--- src/rtl/stt_pkg.sv ---
// shared types, token codes and keyword table for the source text tokenizer
// no dependencies
`default_nettype none

package stt_pkg;

  localparam int POSITION_WIDTH_DEF = 24;
  localparam int QUEUE_DEPTH_DEF    = 4;
  localparam int KW_MAX_CHARS       = 8;
  localparam int KW_COUNT           = 51;
  localparam int FIELD_W            = 24;
  localparam int MAX_TOKENS         = 3;
  localparam logic [FIELD_W-1:0] LINE_MAX = '1;

  localparam logic [6:0] K_COLON = 7'd0, K_LPAREN = 7'd1, K_RPAREN = 7'd2,
    K_LBRACE = 7'd3, K_RBRACE = 7'd4, K_LSQ = 7'd5, K_RSQ = 7'd6,
    K_DOLLAR_LBRACE = 7'd7, K_DOLLAR_LSQ = 7'd8, K_SEMI = 7'd9, K_COMMA = 7'd10,
    K_DOTDOT = 7'd11, K_DOT = 7'd12, K_ARROW = 7'd13, K_MINUS_EQ = 7'd14,
    K_MINUS = 7'd15, K_PLUS_EQ = 7'd16, K_PLUS = 7'd17, K_SLASH_EQ = 7'd18,
    K_SLASH = 7'd19, K_BSLASH_EQ = 7'd20, K_BSLASH = 7'd21, K_STARSTAR = 7'd22,
    K_STAR_EQ = 7'd23, K_STAR = 7'd24, K_PERCENT_EQ = 7'd25, K_PERCENT = 7'd26,
    K_BANG_EQ = 7'd27, K_EQEQ = 7'd28, K_EQ_ARROW = 7'd29, K_EQ = 7'd30,
    K_SHL = 7'd31, K_LESS_EQ = 7'd32, K_LESS = 7'd33, K_SHR = 7'd34,
    K_GREATER_EQ = 7'd35, K_GREATER = 7'd36, K_QUESTION = 7'd37, K_AMP = 7'd38,
    K_PIPE = 7'd39, K_CARET = 7'd40, K_TILDE = 7'd41, K_KW_BASE = 7'd42,
    K_STRING = 7'd93, K_INT = 7'd94, K_FLOAT = 7'd95, K_IDENT = 7'd96,
    K_ERROR = 7'd97, K_END = 7'd98;

  localparam logic [1:0] ERR_NONE = 2'd0, ERR_UNTERMINATED = 2'd1,
    ERR_UNEXPECTED_TOKEN = 2'd2, ERR_UNEXPECTED_CHAR = 2'd3;

  // first character in the most significant used byte
  localparam logic [8*KW_MAX_CHARS-1:0] KW_TEXT [KW_COUNT] = '{
    "Nil", "Never", "Bool", "Buffer", "Int", "File", "Float", "Complex",
    "String", "Set", "Tuple", "Table", "Range", "Random", "Result", "Any",
    "Array", "Vector", "Matrix",
    "as", "and", "break", "continue", "dynuse", "default", "else", "give",
    "impl", "if", "let", "not", "nil", "new", "or", "return", "struct",
    "shape", "while", "false", "for", "fn", "from", "match", "true", "type",
    "typeof", "use", "panic", "pub", "Err", "Ok"
  };

  typedef struct packed {
    logic [7:0] source_byte;
    logic       end_of_source;
  } item_t;

  typedef struct packed {
    logic [6:0]         token_kind;
    logic [FIELD_W-1:0] token_start;
    logic [FIELD_W-1:0] token_length;
    logic [FIELD_W-1:0] token_line;
    logic [1:0]         error_kind;
    logic               last_of_run;
  } token_t;

  typedef struct packed {
    token_t [MAX_TOKENS-1:0] tok;
    logic [1:0]              count;
  } bundle_t;

  typedef struct packed {
    logic full;
    logic empty;
  } qstat_t;

  function automatic logic [6:0] kw_kind(input logic [8*KW_MAX_CHARS-1:0] word);
    logic [6:0] k;
    k = K_IDENT;
    for (int i = 0; i < KW_COUNT; i++) begin
      if (word == KW_TEXT[i]) k = 7'(int'(K_KW_BASE) + i);
    end
    return k;
  endfunction

endpackage

`default_nettype wire

--- src/rtl/stt_front.sv ---
// scanner front end: one byte per request, builds a bundle of up to three tokens
// depends on stt_pkg
`default_nettype none

module stt_front import stt_pkg::*; #(
  parameter int POSITION_WIDTH = POSITION_WIDTH_DEF
) (
  input  wire logic clk,
  input  wire logic rst,
  input  wire logic take,
  input  wire item_t item,
  output bundle_t   bundle,
  output logic      bundle_push
);

  localparam int P = POSITION_WIDTH;
  localparam logic [P-1:0] POS_MAX = '1;
  localparam int KW_W = 8 * KW_MAX_CHARS;

  typedef enum logic [3:0] {
    M_IDLE, M_IDENT, M_INT, M_INT_DOT, M_FLOAT, M_OP,
    M_DSTR, M_SSTR, M_DESC, M_SESC, M_COMMENT
  } mode_t;

  typedef struct packed {
    mode_t      mode;
    logic       lex;
    logic       hit;
    logic [6:0] kind;
    logic [1:0] err;
    logic       newline;
  } idle_t;

  typedef struct packed {
    logic       hit;
    logic [6:0] kind;
  } pair_t;

  typedef struct packed {
    logic [6:0] kind;
    logic [1:0] err;
  } single_t;

  mode_t         mode, mode_next;
  logic [7:0]    held, held_next;
  logic [P-1:0]  lstart, lstart_next;
  logic [P-1:0]  bpos, bpos_next;
  logic [FIELD_W-1:0] line, line_next;
  logic [KW_W-1:0] kw, kw_next;
  logic [P-1:0]  llen, llen_next;

  token_t [MAX_TOKENS-1:0] tok;
  logic [1:0]    n;
  logic          do_idle;
  idle_t         idl;
  pair_t         pr;
  single_t       sg;
  logic [6:0]    ident_kind;
  logic [P-1:0]  dot_pos, llen_inc, llen_add2;
  logic [FIELD_W-1:0] line_inc;
  logic [7:0]    c;

  function automatic logic [P-1:0] sat_inc(input logic [P-1:0] x);
    return (x == POS_MAX) ? x : x + P'(1);
  endfunction

  function automatic logic [P-1:0] sat_add(input logic [P-1:0] a, input logic [P-1:0] b);
    logic [P:0] s;
    s = {1'b0, a} + {1'b0, b};
    return s[P] ? POS_MAX : s[P-1:0];
  endfunction

  function automatic logic num_char(input logic [7:0] ch);
    return ch >= "0" && ch <= "9";
  endfunction

  function automatic logic alpha_char(input logic [7:0] ch);
    return (ch >= "a" && ch <= "z") || (ch >= "A" && ch <= "Z") || ch == "_";
  endfunction

  function automatic logic [FIELD_W-1:0] to_field(input logic [P-1:0] x);
    return FIELD_W'(32'(x));
  endfunction

  function automatic idle_t idle_scan(input logic [7:0] ch);
    idle_t r;
    r = '{mode: M_IDLE, lex: 1'b0, hit: 1'b0, kind: K_ERROR, err: ERR_NONE,
          newline: 1'b0};
    if (num_char(ch)) begin
      r.lex = 1'b1; r.mode = M_INT;
    end else if (alpha_char(ch)) begin
      r.lex = 1'b1; r.mode = M_IDENT;
    end else begin
      unique case (ch)
        " ", "\t", 8'h0D: ;
        "\n": r.newline = 1'b1;
        ":": begin r.hit = 1'b1; r.kind = K_COLON; end
        "(": begin r.hit = 1'b1; r.kind = K_LPAREN; end
        ")": begin r.hit = 1'b1; r.kind = K_RPAREN; end
        "{": begin r.hit = 1'b1; r.kind = K_LBRACE; end
        "}": begin r.hit = 1'b1; r.kind = K_RBRACE; end
        "[": begin r.hit = 1'b1; r.kind = K_LSQ; end
        "]": begin r.hit = 1'b1; r.kind = K_RSQ; end
        ";": begin r.hit = 1'b1; r.kind = K_SEMI; end
        ",": begin r.hit = 1'b1; r.kind = K_COMMA; end
        "?": begin r.hit = 1'b1; r.kind = K_QUESTION; end
        "&": begin r.hit = 1'b1; r.kind = K_AMP; end
        "|": begin r.hit = 1'b1; r.kind = K_PIPE; end
        "^": begin r.hit = 1'b1; r.kind = K_CARET; end
        "~": begin r.hit = 1'b1; r.kind = K_TILDE; end
        "$", ".", "-", "+", "/", "\\", "*", "%", "!", "=", "<", ">": begin
          r.lex = 1'b1; r.mode = M_OP;
        end
        "\"": begin r.lex = 1'b1; r.mode = M_DSTR; end
        "'": begin r.lex = 1'b1; r.mode = M_SSTR; end
        default: begin r.hit = 1'b1; r.kind = K_ERROR; r.err = ERR_UNEXPECTED_CHAR; end
      endcase
    end
    return r;
  endfunction

  function automatic single_t single_kind(input logic [7:0] h);
    single_t r;
    r = '{kind: K_ERROR, err: ERR_NONE};
    unique case (h)
      ".": r.kind = K_DOT;
      "-": r.kind = K_MINUS;
      "+": r.kind = K_PLUS;
      "/": r.kind = K_SLASH;
      "\\": r.kind = K_BSLASH;
      "*": r.kind = K_STAR;
      "%": r.kind = K_PERCENT;
      "=": r.kind = K_EQ;
      "<": r.kind = K_LESS;
      ">": r.kind = K_GREATER;
      default: r.err = ERR_UNEXPECTED_TOKEN;
    endcase
    return r;
  endfunction

  function automatic pair_t pair_kind(input logic [7:0] h, input logic [7:0] ch);
    pair_t r;
    r = '{hit: 1'b0, kind: K_ERROR};
    unique case (h)
      ".":  if (ch == ".") r = '{1'b1, K_DOTDOT};
      "-":  if (ch == ">") r = '{1'b1, K_ARROW};
            else if (ch == "=") r = '{1'b1, K_MINUS_EQ};
      "+":  if (ch == "=") r = '{1'b1, K_PLUS_EQ};
      "/":  if (ch == "=") r = '{1'b1, K_SLASH_EQ};
      "\\": if (ch == "=") r = '{1'b1, K_BSLASH_EQ};
      "*":  if (ch == "*") r = '{1'b1, K_STARSTAR};
            else if (ch == "=") r = '{1'b1, K_STAR_EQ};
      "%":  if (ch == "=") r = '{1'b1, K_PERCENT_EQ};
      "!":  if (ch == "=") r = '{1'b1, K_BANG_EQ};
      "=":  if (ch == "=") r = '{1'b1, K_EQEQ};
            else if (ch == ">") r = '{1'b1, K_EQ_ARROW};
      "<":  if (ch == "<") r = '{1'b1, K_SHL};
            else if (ch == "=") r = '{1'b1, K_LESS_EQ};
      ">":  if (ch == ">") r = '{1'b1, K_SHR};
            else if (ch == "=") r = '{1'b1, K_GREATER_EQ};
      "$":  if (ch == "{") r = '{1'b1, K_DOLLAR_LBRACE};
            else if (ch == "[") r = '{1'b1, K_DOLLAR_LSQ};
      default: ;
    endcase
    return r;
  endfunction

  function automatic token_t mk(input logic [6:0] k, input logic [P-1:0] s,
                                input logic [P-1:0] l, input logic [1:0] e,
                                input logic [FIELD_W-1:0] ln);
    token_t t;
    t.token_kind   = k;
    t.token_start  = to_field(s);
    t.token_length = to_field(l);
    t.token_line   = ln;
    t.error_kind   = e;
    t.last_of_run  = 1'b0;
    return t;
  endfunction

  assign c = item.source_byte;

  always_comb begin
    tok = '0;
    n = 2'd0;
    do_idle = 1'b0;
    mode_next = mode; held_next = held; lstart_next = lstart; bpos_next = bpos;
    line_next = line; kw_next = kw; llen_next = llen;
    idl = idle_scan(c);
    pr = pair_kind(held, c);
    sg = single_kind(held);
    ident_kind = (llen > P'(KW_MAX_CHARS)) ? K_IDENT : kw_kind(kw);
    dot_pos = sat_add(lstart, llen);
    llen_inc = sat_inc(llen);
    llen_add2 = sat_add(llen, P'(2));
    line_inc = (line == LINE_MAX) ? line : line + FIELD_W'(1);

    if (item.end_of_source) begin
      unique case (mode)
        M_IDENT: begin tok[n] = mk(ident_kind, lstart, llen, ERR_NONE, line); n = n + 2'd1; end
        M_INT:   begin tok[n] = mk(K_INT, lstart, llen, ERR_NONE, line); n = n + 2'd1; end
        M_FLOAT: begin tok[n] = mk(K_FLOAT, lstart, llen, ERR_NONE, line); n = n + 2'd1; end
        M_INT_DOT: begin
          tok[n] = mk(K_INT, lstart, llen, ERR_NONE, line); n = n + 2'd1;
          tok[n] = mk(K_DOT, dot_pos, P'(1), ERR_NONE, line); n = n + 2'd1;
        end
        M_OP: begin tok[n] = mk(sg.kind, lstart, P'(1), sg.err, line); n = n + 2'd1; end
        M_DSTR, M_SSTR, M_DESC, M_SESC: begin
          tok[n] = mk(K_ERROR, lstart, llen, ERR_UNTERMINATED, line); n = n + 2'd1;
        end
        default: ;
      endcase
      tok[n] = mk(K_END, bpos, '0, ERR_NONE, line); n = n + 2'd1;
      mode_next = M_IDLE;
    end else begin
      unique case (mode)
        M_IDENT: begin
          if (alpha_char(c) || num_char(c)) begin
            if (llen < P'(KW_MAX_CHARS)) kw_next = {kw[KW_W-9:0], c};
            llen_next = llen_inc;
          end else begin
            tok[n] = mk(ident_kind, lstart, llen, ERR_NONE, line); n = n + 2'd1;
            do_idle = 1'b1;
          end
        end
        M_INT: begin
          if (num_char(c)) llen_next = llen_inc;
          else if (c == ".") mode_next = M_INT_DOT;
          else begin
            tok[n] = mk(K_INT, lstart, llen, ERR_NONE, line); n = n + 2'd1;
            do_idle = 1'b1;
          end
        end
        M_INT_DOT: begin
          if (num_char(c)) begin
            llen_next = llen_add2;
            mode_next = M_FLOAT;
          end else begin
            tok[n] = mk(K_INT, lstart, llen, ERR_NONE, line); n = n + 2'd1;
            mode_next = M_IDLE;
            if (c == ".") begin
              tok[n] = mk(K_DOTDOT, dot_pos, P'(2), ERR_NONE, line); n = n + 2'd1;
            end else begin
              tok[n] = mk(K_DOT, dot_pos, P'(1), ERR_NONE, line); n = n + 2'd1;
              do_idle = 1'b1;
            end
          end
        end
        M_FLOAT: begin
          if (num_char(c)) llen_next = llen_inc;
          else begin
            tok[n] = mk(K_FLOAT, lstart, llen, ERR_NONE, line); n = n + 2'd1;
            do_idle = 1'b1;
          end
        end
        M_OP: begin
          if (held == "/" && c == "/") mode_next = M_COMMENT;
          else if (pr.hit) begin
            tok[n] = mk(pr.kind, lstart, P'(2), ERR_NONE, line); n = n + 2'd1;
            mode_next = M_IDLE;
          end else begin
            tok[n] = mk(sg.kind, lstart, P'(1), sg.err, line); n = n + 2'd1;
            do_idle = 1'b1;
          end
        end
        M_DSTR, M_SSTR: begin
          llen_next = llen_inc;
          if (c == ((mode == M_DSTR) ? 8'("\"") : 8'("'"))) begin
            tok[n] = mk(K_STRING, lstart, llen_inc, ERR_NONE, line); n = n + 2'd1;
            mode_next = M_IDLE;
          end else if (c == "\\") begin
            mode_next = (mode == M_DSTR) ? M_DESC : M_SESC;
          end else if (c == "\n") begin
            line_next = line_inc;
          end
        end
        M_DESC, M_SESC: begin
          llen_next = llen_inc;
          mode_next = (mode == M_DESC) ? M_DSTR : M_SSTR;
        end
        M_COMMENT: begin
          if (c == "\n") begin
            line_next = line_inc;
            mode_next = M_IDLE;
          end
        end
        default: do_idle = 1'b1;
      endcase
      if (do_idle) begin
        if (idl.hit) begin
          tok[n] = mk(idl.kind, bpos, P'(1), idl.err, line); n = n + 2'd1;
        end
        mode_next = idl.mode;
        if (idl.lex) begin
          lstart_next = bpos;
          llen_next = P'(1);
          held_next = c;
          kw_next = {{(KW_W-8){1'b0}}, c};
        end
        if (idl.newline) line_next = line_inc;
      end
      bpos_next = sat_inc(bpos);
    end
  end

  assign bundle.tok   = tok;
  assign bundle.count = n;
  assign bundle_push  = take && (n != 2'd0);

  always_ff @(posedge clk) begin
    if (rst) begin
      mode <= M_IDLE;
      held <= '0;
      lstart <= '0;
      bpos <= '0;
      line <= FIELD_W'(1);
      kw <= '0;
      llen <= '0;
    end else if (take) begin
      mode <= mode_next;
      held <= held_next;
      lstart <= lstart_next;
      bpos <= bpos_next;
      line <= line_next;
      kw <= kw_next;
      llen <= llen_next;
    end
  end

endmodule

`default_nettype wire

--- src/rtl/stt_queue.sv ---
// short bundle queue between scanner and token output stage
// depends on stt_pkg
`default_nettype none

module stt_queue import stt_pkg::*; #(
  parameter int DEPTH = QUEUE_DEPTH_DEF
) (
  input  wire logic    clk,
  input  wire logic    rst,
  input  wire logic    wr,
  input  wire bundle_t wdata,
  input  wire logic    rd,
  output bundle_t      rdata,
  output qstat_t       stat
);

  localparam int AW = $clog2(DEPTH);
  localparam int CW = $clog2(DEPTH + 1);

  bundle_t         mem [DEPTH];
  logic [AW-1:0]   wptr, rptr;
  logic [CW-1:0]   count;

  assign rdata      = mem[rptr];
  assign stat.full  = (count == CW'(DEPTH));
  assign stat.empty = (count == '0);

  always_ff @(posedge clk) begin
    if (wr) mem[wptr] <= wdata;
  end

  always_ff @(posedge clk) begin
    if (rst) begin
      wptr <= '0;
      rptr <= '0;
      count <= '0;
    end else begin
      if (wr) wptr <= (wptr == AW'(DEPTH - 1)) ? '0 : wptr + AW'(1);
      if (rd) rptr <= (rptr == AW'(DEPTH - 1)) ? '0 : rptr + AW'(1);
      count <= count + CW'(wr) - CW'(rd);
    end
  end

endmodule

`default_nettype wire

--- src/rtl/stt_back.sv ---
// output stage: unpacks one bundle into single tokens, one per pop
// depends on stt_pkg
`default_nettype none

module stt_back import stt_pkg::*; (
  input  wire logic    clk,
  input  wire logic    rst,
  input  wire qstat_t  qstat,
  input  wire bundle_t qdata,
  output logic         qpop,
  input  wire logic    pop,
  output logic         empty,
  output token_t       token
);

  bundle_t    cur;
  logic [1:0] idx;
  logic       valid;
  logic       last, take;

  assign last  = (idx == cur.count - 2'd1);
  assign take  = pop && valid;
  assign qpop  = !qstat.empty && (!valid || (take && last));
  assign empty = !valid;

  always_comb begin
    token = cur.tok[idx];
    token.last_of_run = last;
  end

  always_ff @(posedge clk) begin
    if (qpop) cur <= qdata;
  end

  always_ff @(posedge clk) begin
    if (rst) begin
      valid <= 1'b0;
      idx <= '0;
    end else if (qpop) begin
      valid <= 1'b1;
      idx <= '0;
    end else if (take) begin
      if (last) valid <= 1'b0;
      else idx <= idx + 2'd1;
    end
  end

endmodule

`default_nettype wire

--- src/rtl/source_text_tokenizer.sv ---
// top level of the source text tokenizer
// depends on stt_pkg, stt_front, stt_queue, stt_back
//
// Source bytes enter one per cycle while full is low and are scanned at once;
// each byte yields zero to three tokens, which are grouped and held in a queue
// of QUEUE_DEPTH groups. Tokens leave one per cycle at the output side while pop
// is held, so a byte that closes two or three tokens needs as many pops to drain,
// while bytes go on entering until the queue fills. full is the queue's full
// flag. All scanner state registers loop, not the mode alone; the keyword
// match runs in the same cycle as the byte that ends the identifier.
`default_nettype none

module source_text_tokenizer import stt_pkg::*; #(
  parameter int POSITION_WIDTH = POSITION_WIDTH_DEF,
  parameter int QUEUE_DEPTH    = QUEUE_DEPTH_DEF
) (
  input  wire logic  clk,
  input  wire logic  rst,
  input  wire logic  push,
  output logic       full,
  input  wire item_t item,
  output logic       empty,
  input  wire logic  pop,
  output token_t     token
);

  bundle_t fbundle, qdata;
  logic    fpush, qpop, take;
  qstat_t  qstat;

  assign full = qstat.full;
  assign take = push && !qstat.full;

  stt_front #(.POSITION_WIDTH(POSITION_WIDTH)) u_front (
    .clk, .rst, .take, .item, .bundle(fbundle), .bundle_push(fpush)
  );

  stt_queue #(.DEPTH(QUEUE_DEPTH)) u_queue (
    .clk, .rst, .wr(fpush), .wdata(fbundle), .rd(qpop), .rdata(qdata), .stat(qstat)
  );

  stt_back u_back (
    .clk, .rst, .qstat, .qdata, .qpop, .pop, .empty, .token
  );

endmodule

`default_nettype wire

--- config.mk ---
export PLATFORM = sky130hd
export DESIGN_NAME = source_text_tokenizer
export DESIGN_NICKNAME = d
export VERILOG_FILES = /design/src/rtl/stt_pkg.sv /design/src/rtl/stt_front.sv /design/src/rtl/stt_queue.sv /design/src/rtl/stt_back.sv /design/src/rtl/source_text_tokenizer.sv
export SDC_FILE = /design/constraint.sdc
export NUM_CORES = 2
export LEC_CHECK = 0
export BUFFER_PORTS_ARGS = -buffer_cell sky130_fd_sc_hd__clkbuf_2
export CAP_MARGIN = 20
export CORE_MARGIN = 2
export CORE_UTILIZATION = 55
export DETAILED_ROUTE_END_ITERATION = 6
export PLACE_DENSITY = 0.71
export SLEW_MARGIN = 20
export SYNTH_ARGS = -nofsm -noshare
export SYNTH_HDL_FRONTEND = slang
export SYNTH_SLANG_ARGS = --single-unit
--- constraint.sdc ---
create_clock -name clk -period 20.2 [get_ports clk]
set_input_delay 3.03 -clock clk [delete_from_list [all_inputs] [get_ports clk]]
set_output_delay 3.03 -clock clk [all_outputs]
set_load 0.05 [all_outputs]
==> impl_summary.md <==
Timing
The final-report max-slew violation count is 0. The maximum clock rate is between 100 and 150 MHz. Setup violations remaining at the end of the flow were counted as 0. In the finished design, the share of the clock period the worst path needs comes to between 30% and 40%. The worst hold margin is roughly 0.49 ns. The worst path meets setup with roughly 12 ns of slack. Setup repair after global routing left no endpoint under its margin. The post-layout minimum cycle time is between 7 and 8 ns. The worst-margin pin slew is around 1.1 ns. After routing, the total negative slack on setup checks comes to 0 ns. The worst-case clock skew is 0.0355 ns. The final hold violation count is 0. The remaining max-slew budget at the tightest pin is 24.8%.

Floorplan
The area of the placeable core is between 90000 and 100000 sq um. Row generation in the floorplan step produced 112 rows. The die width is about 310 um. The die covers between 90000 and 100000 sq um. The number of top-level pins is a little under 100.

The die outline height is around 310 um. The effective utilization at floorplan is between 50% and 60%.

Detailed routing
Detailed routing inserted a total of about 34000 vias. After detailed routing, the number of vias per cell comes to between 6 and 7. For this run, design rule violations remaining after detail routing come to 0. For this block, the routed nets add up to 135000 um of wire. The final routed wire length divided by cell count is approximately 25 um. The detail route stage leaves a number of antenna-violating nets equal to 0. The detailed router's first-iteration violation count is 3295. The first detailed-routing pass ran for 6 iterations.

Placement
The worst slack at placement is 11.71 ns. Port buffering added 96 buffers. The congestion estimate from routability-driven global placement came to ~0.96.

Counting tap cells, the placed design contains a total of about 5000 instances. After legalization and detailed placement, the total HPWL measured 84200 um. Once placement finished, the instance area stood at roughly 54000 sq um.

Critical path
The worst setup path is captured at a flip-flop. STA classifies the critical path startpoint as a primary input. The required arrival time at the worst endpoint is 20.49 ns. STA puts the critical path data arrival time at 8.15 ns. Counting cells, the worst reg-to-reg path comes to 11.

The internal reg-to-reg setup slack is about 14 ns. The largest single stage delay on the critical path is 0.80 ns. The critical path in this run is classified as in -> reg. Traced cell by cell, the critical path runs through clkbuf_2 > nor4b_4 > nand3b_1 > or3_1 > nand4_1 > inv_1 > ha_1 > and3_1 > o21ai_1 > a31oi_2 > and2_4 > buf_12.

The slowest cell on the critical path is and2_4. In this run the critical register-to-register path is launched from u_front.mode[1]. The capture point of the worst reg-to-reg path is u_queue.mem[1][51].

In this run the worst path has a maximum fanout of approximately 150.

Final layout
The fraction of layout instances using a drive strength above 1 is around 15%. The net count reported at finish is roughly 4000. The number of diodes added for antenna fixing is 0.

The area taken by flip-flops and latches is 33100 sq um. Once layout is done, the placed cells without fillers occupy between 50000 and 60000 sq um. The filler cell count is roughly 7100.

Once layout is complete, the utilization of the core stands at between 60% and 70%. The area growth from synthesis to layout is 10.6%. The area of combinational cells with multiple inputs is around 18000 sq um. The finished layout holds between 5000 and 6000 standard cells, fillers aside.

Synth
Synthesis inferred approximately 1200 register bits. The adder and majority cell fraction of the synthesized area is around 1.1%. The synthesized netlist devotes under 10% of its cell area to compound gates. The number of distinct library cells after synthesis is between 90 and 100. The async set or reset register ratio after synthesis is 0%. Of the total synthesized cell area, the portion taken by XOR and XNOR cells is 1.11%.

The number of synthesized flops with an enable pin is 980. The synthesized netlist devotes roughly 14% of its cell area to simple gates. The mux contribution to synthesized area is between 9 and 10%. The share of the Yosys chip area taken by registers is a little under two thirds. The number of nets in the synthesized netlist is roughly 4000. The warning count from the yosys run is 0. In this run the cell area of the synthesized design comes to ~52000 sq um.

The combinational family with the most area after synthesis is simple AND/OR/NAND/NOR gates. Counting every instance in the synthesized netlist gives 3944. The dominant register cell in the synthesized netlist is edfxtp_1.

A synthesized cell averages around 13 sq um.

Power
For this design the ratio of total power to cell area is 121 nW/um^2. The leakage power figure is 18.7 nW. The total power consumption of the routed design is ~7.0 mW.

The worst voltage drop across the vdd grid is roughly 0.14 mV.

Global routing
The number of global-route vias before repair is about 33000. The pin count of the biggest net entering global routing is ~150. The initial antenna violation count is 1.

Global routing used 27.5% of the available tracks across all layers. The total overflow reported by the global router is 0. The first global-routing pass estimated 206000 um of wire.

CTS
Clock tree synthesis found a total of ~1200 sinks. The tree is rooted in a clkbuf_16. TritonCTS built the clock tree. In this run the number of H-tree levels came out at 3. Once the clock tree was built, the setup fixing pass inserted 0 buffers. After clock tree synthesis, the clock-pin slew on the worst setup and hold paths is around 0.06 ns. The later pin in the worst-skew pair is clocked with a latency of around 0.70 ns. The number of buffers created by CTS is roughly 110.

In this run, post-CTS repair resized a total of 0 instances. The clock tree buffer depth is 3. The cts-stage hold buffer count is 0.

Min path
The startpoint of the tightest hold check path is u_front.lstart[14]. For hold timing, the worst endpoint is u_front.lstart[14]. The kind of path behind the tightest hold check is reg -> reg. Counting instances, the worst hold path has a depth of 2.

Run status
The run finished with clean final reports.

Run
Across the run, the number of max-cap violations was 0.
-- cell usage in the layout, fill, tap and decap left out, types with 40 or more instances in the layout --
cell type | netlist | layout
nor2_1 | 334 | 332
buf_4 | 2 | 62
mux2i_1 | 74 | 74
nand3_1 | 106 | 105
and2_1 | 96 | 92
nor4_1 | 60 | 59
a21oi_1 | 184 | 181
nand4_1 | 59 | 59
o21ai_0 | 192 | 192
mux4_2 | 196 | 196
clkbuf_16 | 0 | 115
a22oi_1 | 63 | 63
clkbuf_2 | 1 | 96
ha_1 | 42 | 41
edfxtp_1 | 980 | 980
nor3_1 | 85 | 84
a211oi_1 | 42 | 41
and3_1 | 48 | 48
nor2b_1 | 76 | 75
nand2_1 | 344 | 342
dfxtp_1 | 182 | 178
inv_1 | 40 | 40
-- cells in the mapped netlist (all sizes together), types with 23 or more instances --
library cell,number,area (sq um)
nand4,59,369
edfxtp,980,29400
or3,30,198
a22oi,63,473
nor3,87,445
o21ai,202,1010
inv,40,150
dfxtp,182,3640
xnor2,39,342
a211oi,42,315
nand2,344,1290
and2,97,607
mux4,196,4410
ha,42,526
nand2b,36,225
nor2b,76,475
xor2,27,236
nor4,60,375
clkbuf,199,748
and3,48,300
o31ai,23,173
nand3,106,531
or4,23,184
buf,60,265
nor2,334,1250
a21oi,184,921
mux2i,74,741
-- worst max path at each step --
| stage | startpoint | to | slack [ns] |
|---|---|---|---|
| floorplan | pop | u_queue.count[2] | 4.97 |
| global placement | item[6] | u_queue.mem[1][48] | 11.76 |
| detailed placement | item[6] | u_queue.mem[1][81] | 11.71 |
| CTS | item[6] | u_queue.mem[1][49] | 12.43 |
| global route | item[6] | u_queue.mem[1][51] | 12.04 |
| finish | item[6] | u_queue.mem[1][51] | 12.34 |
-- worst max-delay path: cells and delay by family --
family / cells / cell delay, ns
AND/OR/NAND/NOR: 6 / 2.85
buffers and inverters: 3 / 1.14
AO/OA/AOI/OAI: 2 / 0.59
adder cells (fa/ha/maj): 1 / 0.29
-- state kept, by name (all words and copies together), names as in the netlist --
signal,count
u_queue.rptr,2
u_back.valid,1
u_front.line,24
u_front.mode,4
u_front.bpos,24
u_back.cur,196
u_front.held,8
u_front.lstart,24
u_queue.mem,784
u_queue.count,3
u_front.kw,64
u_queue.wptr,2
u_front.llen,24
u_back.idx,2
-- layer usage --
layer	global-route usage [%]	part of all wire, %	up-vias
li1	-	-	15300
met1	39.3	43	17100
met2	43.7	47	1389
met3	4.26	6.9	263
met4	8.99	3.1	0
met5	0	0	-
-- report_power, final --
| part | internal (mW) | switching, mW | total (mW) |
|---|---|---|---|
| registers | 3.11 | 0.135 | 3.25 |
| logic | 0.559 | 1.08 | 1.64 |
| clock network | 1.22 | 0.881 | 2.10 |
| total | 4.89 | 2.10 | 6.98 |
-- cell type report --
cell class                 instances  area share (%)
tap                             1254            2.72
multi-input combinational       2481            31.2
clock buffer                     162            5.57
sequential                      1162            57.4
timing repair buffer             165            1.88
inverter                          42           0.274
clock inverter                    51           0.908
-- cell families after synthesis --
kind of cell	after synthesis
AOI/OAI and AO/OA	694
xor gates and xnor gates	66
adders and majority gates	44
buffers and inverters	301
DFF	1162
muxes	272
and+or+nand+nor	1405
(Power assumes the default switching activity.)
